==> src/hw/rtl/jtz_pkg.sv <==
// Shared types and constants for the jump test z-score block.
// Used by jtz_seqmul, jtz_dp, jtz_ctrl and the top level; no dependencies.
`default_nettype none

package jtz_pkg;

   // round((2/pi) * 2^32)
   localparam logic [31:0] TWO_OVER_PI_Q32 = 32'd2734261102;
   localparam logic [7:0]  WINDOW_RESET    = 8'd120;
   localparam logic [30:0] SUM_CAP         = 31'h7FFF_FFFF;
   localparam logic [31:0] Z_POS_SAT       = 32'h7FFF_FFFF;
   localparam logic [31:0] Z_NEG_SAT       = 32'h8000_0000;

   // shared shift-add multiplier geometry
   localparam int MUL_A_W = 96;
   localparam int MUL_B_W = 64;
   localparam int MUL_P_W = MUL_A_W + MUL_B_W;

   typedef enum logic [1:0] {
      MSEL_J = 2'd0,   // bipower sum times 2/pi
      MSEL_M = 2'd1,   // |J| squared
      MSEL_N = 2'd2,   // A times n
      MSEL_S = 2'd3    // quotient times 2/pi
   } mul_sel_type;

   typedef enum logic [1:0] {
      ZSRC_ZERO = 2'd0,
      ZSRC_SAT  = 2'd1,
      ZSRC_ROOT = 2'd2
   } z_src_type;

   typedef enum logic [3:0] {
      ST_IDLE   = 4'd0,
      ST_WALK   = 4'd1,
      ST_DRAIN  = 4'd2,
      ST_J_GO   = 4'd3,
      ST_J_WAIT = 4'd4,
      ST_M_GO   = 4'd5,
      ST_M_WAIT = 4'd6,
      ST_N_GO   = 4'd7,
      ST_N_WAIT = 4'd8,
      ST_DIV    = 4'd9,
      ST_S_GO   = 4'd10,
      ST_S_WAIT = 4'd11,
      ST_SQRT   = 4'd12,
      ST_ROOT   = 4'd13,
      ST_FINISH = 4'd14
   } jtz_state_type;

   typedef struct packed {
      logic        accept;
      logic        walk_step;
      logic        mul_start;
      mul_sel_type mul_sel;
      logic        m_load;
      logic        a_load;
      logic        div_load;
      logic        div_step;
      logic        sqrt_load;
      logic        sqrt_step;
      logic        z_load;
      z_src_type   z_src;
      logic        out_load;
   } jtz_cmd_type;

   typedef struct packed {
      logic result_due;
      logic walk_last;
      logic pipe_empty;
      logic q_zero;
      logic mul_done;
      logic n_over;
      logic div_last;
      logic s_over;
      logic sqrt_last;
   } jtz_status_type;

endpackage

`default_nettype wire

==> src/hw/rtl/jtz_ctrl.sv <==
// Sequencer for the jump test block: walks the window, then steps the
// multiplier, divider and root; owns the handshakes. Uses jtz_pkg.
`default_nettype none

module jtz_ctrl (
   input  wire logic                    clock,
   input  wire logic                    reset,
   input  wire logic                    req_valid,
   output logic                         req_stall,
   output logic                         rsp_valid,
   input  wire logic                    rsp_stall,
   input  wire jtz_pkg::jtz_status_type status,
   output jtz_pkg::jtz_cmd_type         cmd
);

   jtz_pkg::jtz_state_type state_ff, state_in;
   logic rsp_valid_ff, rsp_valid_in;
   logic accept;
   logic out_free;

   assign req_stall = state_ff != jtz_pkg::ST_IDLE;
   assign accept    = req_valid && !req_stall;
   assign out_free  = !rsp_valid_ff || !rsp_stall;

   // next state
   always_comb begin
      state_in = state_ff;
      case (state_ff)
         jtz_pkg::ST_IDLE:   if (accept && status.result_due) state_in = jtz_pkg::ST_WALK;
         jtz_pkg::ST_WALK:   if (status.walk_last) state_in = jtz_pkg::ST_DRAIN;
         jtz_pkg::ST_DRAIN: begin
            if (status.pipe_empty)
               state_in = status.q_zero ? jtz_pkg::ST_FINISH : jtz_pkg::ST_J_GO;
         end
         jtz_pkg::ST_J_GO:   state_in = jtz_pkg::ST_J_WAIT;
         jtz_pkg::ST_J_WAIT: if (status.mul_done) state_in = jtz_pkg::ST_M_GO;
         jtz_pkg::ST_M_GO:   state_in = jtz_pkg::ST_M_WAIT;
         jtz_pkg::ST_M_WAIT: if (status.mul_done) state_in = jtz_pkg::ST_N_GO;
         jtz_pkg::ST_N_GO:   state_in = jtz_pkg::ST_N_WAIT;
         jtz_pkg::ST_N_WAIT: begin
            if (status.mul_done)
               state_in = status.n_over ? jtz_pkg::ST_FINISH : jtz_pkg::ST_DIV;
         end
         jtz_pkg::ST_DIV:    if (status.div_last) state_in = jtz_pkg::ST_S_GO;
         jtz_pkg::ST_S_GO:   state_in = jtz_pkg::ST_S_WAIT;
         jtz_pkg::ST_S_WAIT: begin
            if (status.mul_done)
               state_in = status.s_over ? jtz_pkg::ST_FINISH : jtz_pkg::ST_SQRT;
         end
         jtz_pkg::ST_SQRT:   if (status.sqrt_last) state_in = jtz_pkg::ST_ROOT;
         jtz_pkg::ST_ROOT:   state_in = jtz_pkg::ST_FINISH;
         jtz_pkg::ST_FINISH: if (out_free) state_in = jtz_pkg::ST_IDLE;
         default:            state_in = jtz_pkg::ST_IDLE;
      endcase
   end

   // outputs
   always_comb begin
      cmd           = '0;
      cmd.mul_sel   = jtz_pkg::MSEL_J;
      cmd.z_src     = jtz_pkg::ZSRC_ZERO;
      cmd.accept    = accept;
      case (state_ff)
         jtz_pkg::ST_WALK:  cmd.walk_step = 1'b1;
         jtz_pkg::ST_DRAIN: begin
            if (status.pipe_empty && status.q_zero) begin
               cmd.z_load = 1'b1;
               cmd.z_src  = jtz_pkg::ZSRC_ZERO;
            end
         end
         jtz_pkg::ST_J_GO: begin
            cmd.mul_start = 1'b1;
            cmd.mul_sel   = jtz_pkg::MSEL_J;
         end
         jtz_pkg::ST_J_WAIT: cmd.m_load = status.mul_done;
         jtz_pkg::ST_M_GO: begin
            cmd.mul_start = 1'b1;
            cmd.mul_sel   = jtz_pkg::MSEL_M;
         end
         jtz_pkg::ST_M_WAIT: cmd.a_load = status.mul_done;
         jtz_pkg::ST_N_GO: begin
            cmd.mul_start = 1'b1;
            cmd.mul_sel   = jtz_pkg::MSEL_N;
         end
         jtz_pkg::ST_N_WAIT: begin
            if (status.mul_done) begin
               cmd.z_load   = status.n_over;
               cmd.z_src    = jtz_pkg::ZSRC_SAT;
               cmd.div_load = !status.n_over;
            end
         end
         jtz_pkg::ST_DIV: cmd.div_step = 1'b1;
         jtz_pkg::ST_S_GO: begin
            cmd.mul_start = 1'b1;
            cmd.mul_sel   = jtz_pkg::MSEL_S;
         end
         jtz_pkg::ST_S_WAIT: begin
            if (status.mul_done) begin
               cmd.z_load    = status.s_over;
               cmd.z_src     = jtz_pkg::ZSRC_SAT;
               cmd.sqrt_load = !status.s_over;
            end
         end
         jtz_pkg::ST_SQRT: cmd.sqrt_step = 1'b1;
         jtz_pkg::ST_ROOT: begin
            cmd.z_load = 1'b1;
            cmd.z_src  = jtz_pkg::ZSRC_ROOT;
         end
         jtz_pkg::ST_FINISH: cmd.out_load = out_free;
         default: ;
      endcase
   end

   always_comb begin
      rsp_valid_in = rsp_valid_ff && rsp_stall;
      if (cmd.out_load) rsp_valid_in = 1'b1;
   end

   always_ff @(posedge clock) begin
      if (reset) begin
         state_ff     <= jtz_pkg::ST_IDLE;
         rsp_valid_ff <= 1'b0;
      end else begin
         state_ff     <= state_in;
         rsp_valid_ff <= rsp_valid_in;
      end
   end

   assign rsp_valid = rsp_valid_ff;

endmodule

`default_nettype wire

==> config.mk <==
export PLATFORM = sky130hd
export DESIGN_NAME = jtz_ctrl
export DESIGN_NICKNAME = d
export VERILOG_FILES = /design/src/hw/rtl/jtz_pkg.sv /design/src/hw/rtl/jtz_ctrl.sv
export SDC_FILE = /design/constraint.sdc
export NUM_CORES = 1
export LEC_CHECK = 0
export BUFFER_PORTS_ARGS = -buffer_cell sky130_fd_sc_hd__buf_2
export CAP_MARGIN = 20
export CORE_ASPECT_RATIO = 0.7
export CORE_MARGIN = 3
export CORE_UTILIZATION = 30
export DETAILED_ROUTE_END_ITERATION = 10
export PLACE_DENSITY = 0.66
export SLEW_MARGIN = 20
export SYNTH_ARGS = -nofsm -noshare
export SYNTH_HDL_FRONTEND = slang
export SYNTH_SLANG_ARGS = --single-unit
==> constraint.sdc <==
create_clock -name clock -period 1.66 [get_ports clock]
set_input_delay 0.166 -clock clock [delete_from_list [all_inputs] [get_ports clock]]
set_output_delay 0.166 -clock clock [all_outputs]
set_load 0.1 [all_outputs]
# Word level (Yosys, flattened, before mapping)
# Cells that the tools add are included.
# totals
register_bits	5
latch_bits	0
ramBits	0
rom_bits	0
input_bits	13
out_inout_bits	17
mem_count	0
# classes
addsub	0
mul	0
div_mod_pow	0
n_lt_le_gt_ge	0
eq_ne	24
shifts	0
n_mux	30
n_bitwise	0
reduce_logical	13
# op_table
operator	count
case mux 4 bit (15 select lines)	1
two-way mux 4 bit	11
== test 4 bit (second input constant)	7
case mux 3 bit (4 select lines)	2
inequality test 2 bit (second input constant)	10
== test 4 x 3 -> 1 bit (second input constant)	4
two-way mux 3 bit	4
two-way mux 1 bit	11
AND reduction 10 bit	1
== test 4 x 2 -> 1 bit (second input constant)	2
zero test 1 bit	5
== test 4 x 1 -> 1 bit (second input constant)	1
logical AND 1 bit	4
zero test 4 bit	1
nonzero test 4 bit	1
two-way mux 2 bit	1
logical OR 1 bit	1

# Depth between registers and ports, before layout
# logic_depth
ltp_word	6
mapped_depth	6

# Worst setup path before layout
# OpenSTA, ideal clock, no wires.
# synth_path
path_type	register to output
startpoint	register state_ff[2]
endpoint	output port cmd[5] (netlist name)
t_arrival_ps	3678
t_required_ps	1494
setup_slack_ps	-2184
path_stages_with_launch	5
cell_sequence	dfxtp_1 buf_6 clkbuf_1 nand3b_1 nor4_1
# synth_rtl
element	line	rtl
start, declared	jtz_ctrl.sv:16	jtz_pkg::jtz_state_type state_ff, state_in;
start signal, assigned	jtz_ctrl.sv:121	state_ff <= jtz_pkg::ST_IDLE;
start signal, assigned	jtz_ctrl.sv:124	state_ff <= state_in;
end, declared	jtz_ctrl.sv:13	output jtz_pkg::jtz_cmd_type cmd

==> tab_implementation.tex <==
\begin{tabular}{lr}
\hline
Metric & Value \\
\hline
\multicolumn{2}{l}{\textbf{Outcome}} \\
\quad Outcome & finished with violations \\
\quad Violations in the final reports & setup timing \\
\multicolumn{2}{l}{\textbf{Drt}} \\
\quad Routed met1 length & 1080 um \\
\quad DRT iter0 DRCs & 43 \\
\quad Final ANT Viol Nets & 0 \\
\quad DRC violation count after routing & 0 \\
\quad Detail-routed net length per standard cell & 16.6 um \\
\quad Number of vias per cell & 5.71 \\
\quad Detailed-routed wire length on met2 & 1290 um \\
\quad Met3 wire len & 178 um \\
\quad Routed wire length & 2590 um \\
\quad DRT Pass-1 Iters & 4 \\
\quad Via count & 890 \\
\quad Highest layer used for signal routing & met4 \\
\multicolumn{2}{l}{\textbf{Final layout}} \\
\quad Share of post-route cells with drive strength above 1 & 0.659 \\
\quad Fill cell instance count of the final layout & 108 \\
\quad NumNets Final & 149 \\
\quad Sequential cell area in the final layout & 111 sq um \\
\quad Top library cells by usage in the layout, fill and taps aside & sky130\_fd\_sc\_hd\_\_buf\_12 (16), sky130\_fd\_sc\_hd\_\_buf\_4 (15), sky130\_fd\_sc\_hd\_\_buf\_2 (13) \\
\quad Area occupied by multi-input gates & 649 sq um \\
\quad Number of inserted diodes & 0 \\
\quad Commonest non-fill, non-tap cell in the layout & sky130\_fd\_sc\_hd\_\_buf\_12 \\
\quad Fin util & 0.807 \\
\quad Layout area overhead & 132\% \\
\multicolumn{2}{l}{\textbf{Global route}} \\
\quad Initial antenna violation count & 0 \\
\quad Congestion Overflow GR & 0 \\
\quad Largest net degree at the start of global routing & 15 \\
\quad Total routing usage reported by global routing & 0.200 \\
\quad First-pass GRT wire length & 3930 um \\
\quad Number of global-route vias before repair & 841 \\
\multicolumn{2}{l}{\textbf{Pwr}} \\
\quad Leakage power & 0.500 nW \\
\quad Part of the power in the clock network & 0.087 \\
\quad Portion of total power attributed to combinational logic & 0.812 \\
\quad VDD IR max & 1.47 mV \\
\quad Switching power & 1.07 mW \\
\quad Power after layout & 1.96 mW \\
\quad Proportion of power drawn by flip-flops and latches & 0.101 \\
\quad P\_int & 0.892 mW \\
\quad Cell area power density & 1400 nW/um\^{}2 \\
\quad Switching power share of the total & 0.545 \\
\multicolumn{2}{l}{\textbf{Synth}} \\
\quad Distinct cell type count after synthesis & 35 \\
\quad Post-Synthesis Cell Area & 606 sq um \\
\quad Synth Register Bits & 5 \\
\quad Synth Net Count & 102 \\
\quad Number of standard cells after synthesis & 89 \\
\quad Register area share after synthesis & 0.165 \\
\quad Count of warnings emitted by yosys & 0 \\
\quad Mean instance size in the synthesized netlist & 6.80 sq um \\
\multicolumn{2}{l}{\textbf{Job}} \\
\quad Max-capacitance violation count & 0 \\
\multicolumn{2}{l}{\textbf{Setup path}} \\
\quad Critical Path Start & state\_ff[0]\$\_SDFFE\_PP0P\_ \\
\quad Worst Path Required & 1490 ps \\
\quad Crit path kind & reg2out \\
\quad Startpoint kind of the worst setup timing path & register \\
\quad Endpoint arrival time on the critical path & 1560 ps \\
\quad Crit-path max FO & 7 \\
\quad CP Capture Type & primary output \\
\quad RR Startpoint & state\_ff[0]\$\_SDFFE\_PP0P\_ \\
\multicolumn{2}{l}{\textbf{Placed design}} \\
\quad Post-DP HPWL & 1740 um \\
\quad GPL Wtd Cong & 0.800 \\
\quad PortBufs & 29 \\
\multicolumn{2}{l}{\textbf{Timing}} \\
\quad Setup TNS Final & -182 ps \\
\quad Fin. max-slew vios & 0 \\
\quad Clock Skews & 9.85 ps \\
\quad Worst slack on hold paths & 110 ps \\
\quad Share of the clock period used by the worst path & 1.04 \\
\quad Final critical-path required period & 1720 ps \\
\quad Max Clock Freq & 581 MHz \\
\quad Setup repair after global routing missed its margin & true \\
\quad Worst path setup slack after routing & -62.6 ps \\
\quad Number of hold violations in the final report & 0 \\
\quad Worst slew margin & 0.679 \\
\quad Slew at the pin closest to its max-slew limit & 485 ps \\
\quad Count of final setup violators & 5 \\
\multicolumn{2}{l}{\textbf{Min path}} \\
\quad Class of the tightest hold or removal check & in2reg \\
\quad Source of the worst hold timing path & reset \\
\multicolumn{2}{l}{\textbf{Clock tree}} \\
\quad Count of clock tree sinks & 5 \\
\quad Clock slew at the register clock pins of the worst setup and hold paths & 60 ps \\
\quad Clock Tree Root & sky130\_fd\_sc\_hd\_\_clkbuf\_4 \\
\quad CTS buffer count & 3 \\
\quad Clk Latency, worst-skew pair & 280 ps \\
\quad Clock tree from TritonCTS & built \\
\quad H-tree levels & 1 \\
\quad Max Root-Sink Buffers & 2 \\
\multicolumn{2}{l}{\textbf{Floorplan}} \\
\quad Die Y-Extent & 43.6 um \\
\quad Num ports & 30 \\
\quad Floorplan Core Area & 1740 sq um \\
\quad Chip Width & 59.7 um \\
\quad Initial cell density of the core & 0.348 \\
\quad Std cell rows & 12 \\
\quad Total Die Area & 2600 sq um \\
\hline
\end{tabular}
[worst max-delay path, cell delays in order (launching register included)]
cell                         delay, ps
sky130_fd_sc_hd__dfxtp_4           370
sky130_fd_sc_hd__buf_8             110
sky130_fd_sc_hd__clkinvlp_4        170
sky130_fd_sc_hd__and4_1            210
sky130_fd_sc_hd__a21oi_2           170
sky130_fd_sc_hd__o21ai_4            80
sky130_fd_sc_hd__buf_12            170
[power by group through the flow]
stage          Clock [mW]  Sequential, mW  Combinational [mW]
2_1_floorplan           0           0.174                1.04
3_3_place_gp            0           0.191                1.31
3_5_place_dp            0           0.192                1.34
4_1_cts             0.168           0.197                1.47
5_1_grt             0.180           0.200                1.68
6_report            0.170           0.198                1.59
[flip-flops by register name (all words and copies together), names as in the netlist]
name       flops
rsp_valid      1
state_ff       4
[synth_stat cells]
| master | number | area [sq um] |
|---|---|---|
| sky130_fd_sc_hd__buf_2 | 1 | 5.00 |
| sky130_fd_sc_hd__buf_4 | 1 | 7.51 |
| sky130_fd_sc_hd__dfxtp_1 | 5 | 100 |
| sky130_fd_sc_hd__xor2_1 | 1 | 8.76 |
| sky130_fd_sc_hd__nand2_1 | 10 | 37.5 |
| sky130_fd_sc_hd__and2_1 | 1 | 6.26 |
| sky130_fd_sc_hd__nand4_4 | 1 | 21.3 |
| sky130_fd_sc_hd__o32ai_1 | 2 | 17.5 |
| sky130_fd_sc_hd__nor3_1 | 3 | 15.0 |
| sky130_fd_sc_hd__o21ai_1 | 1 | 5.00 |
| sky130_fd_sc_hd__nor3b_1 | 4 | 30.0 |
| sky130_fd_sc_hd__buf_1 | 1 | 3.75 |
| sky130_fd_sc_hd__a21oi_1 | 10 | 50.1 |
| sky130_fd_sc_hd__o221a_2 | 1 | 11.3 |
| sky130_fd_sc_hd__buf_6 | 2 | 22.5 |
| sky130_fd_sc_hd__or3_1 | 1 | 6.26 |
| sky130_fd_sc_hd__nand2b_1 | 3 | 18.8 |
| sky130_fd_sc_hd__nor2_1 | 11 | 41.3 |
| sky130_fd_sc_hd__nand3_1 | 2 | 10.0 |
| sky130_fd_sc_hd__o21ai_0 | 6 | 30.0 |
| sky130_fd_sc_hd__or4_1 | 1 | 7.51 |
| sky130_fd_sc_hd__a31oi_1 | 2 | 12.5 |
| sky130_fd_sc_hd__o22ai_1 | 1 | 6.26 |
| sky130_fd_sc_hd__inv_1 | 3 | 11.3 |
| sky130_fd_sc_hd__nor4_1 | 2 | 12.5 |
| sky130_fd_sc_hd__and3_1 | 1 | 6.26 |
| sky130_fd_sc_hd__and4_1 | 1 | 8.76 |
| sky130_fd_sc_hd__mux2_2 | 1 | 11.3 |
| sky130_fd_sc_hd__mux2i_1 | 1 | 10.0 |
| sky130_fd_sc_hd__o32a_1 | 1 | 10.0 |
| sky130_fd_sc_hd__nand3b_1 | 1 | 7.51 |
| sky130_fd_sc_hd__nor4b_1 | 1 | 8.76 |
| sky130_fd_sc_hd__clkbuf_1 | 3 | 11.3 |
| sky130_fd_sc_hd__nand4b_1 | 1 | 8.76 |
| sky130_fd_sc_hd__o211ai_2 | 2 | 25.0 |
[final timing paths]
path / end / slack (ps) / cells after the start
worst max register to register: state_ff[3]$_SDFFE_PP0P_ / -30 / 6
worst min-delay path: rsp_valid$_SDFF_PP0_ / 110 / 2
worst max-delay path: cmd[3] / -60 / 6
worst min register to register: rsp_valid$_SDFF_PP0_ / 550 / 2
[cell families after synthesis]
logic type,Yosys count,share of synthesized area
XOR/XNOR,1,0.0145
AND/OR/NAND/NOR,44,0.407
AO/OA/AOI/OAI,26,0.277
flip-flops,5,0.165
buffers and inverters,11,0.101
multiplexers,2,0.0351
[what timing repair did]
action,in CTS,in global routing
buffers inserted,7,3
setup endpoints to repair,8,11
pin swaps,4,5
gates resized for setup,13,8
hold buffers,0,0
[through the flow]
stage	cells	cell area [sq um]	setup WS [ps]
after detailed placement	142	1220	44.3
after global routing	156	1410	-119
after CTS	153	1340	-73.3
final	156	1410	-62.6
after floorplan	89	833	-536
after global placement	142	1220	60.9
[metal layers]
layer / vias up / track usage
met5: - / 0
met4: 0 / 0.0708
met3: 8 / 0.0536
met2: 34 / 0.328
met1: 431 / 0.252
li1: 417 / -
[area by class of cell]
type | count | area share
clock buffers | 3 | 0.0160
repair buffers | 50 | 0.408
well taps | 21 | 0.0187
multi-input cells | 73 | 0.462
clock inverters | 1 | 0.00356
flip-flops and latches | 5 | 0.0793
inverters | 3 | 0.0125
No activity file was read; power rests on OpenSTA's default activity.
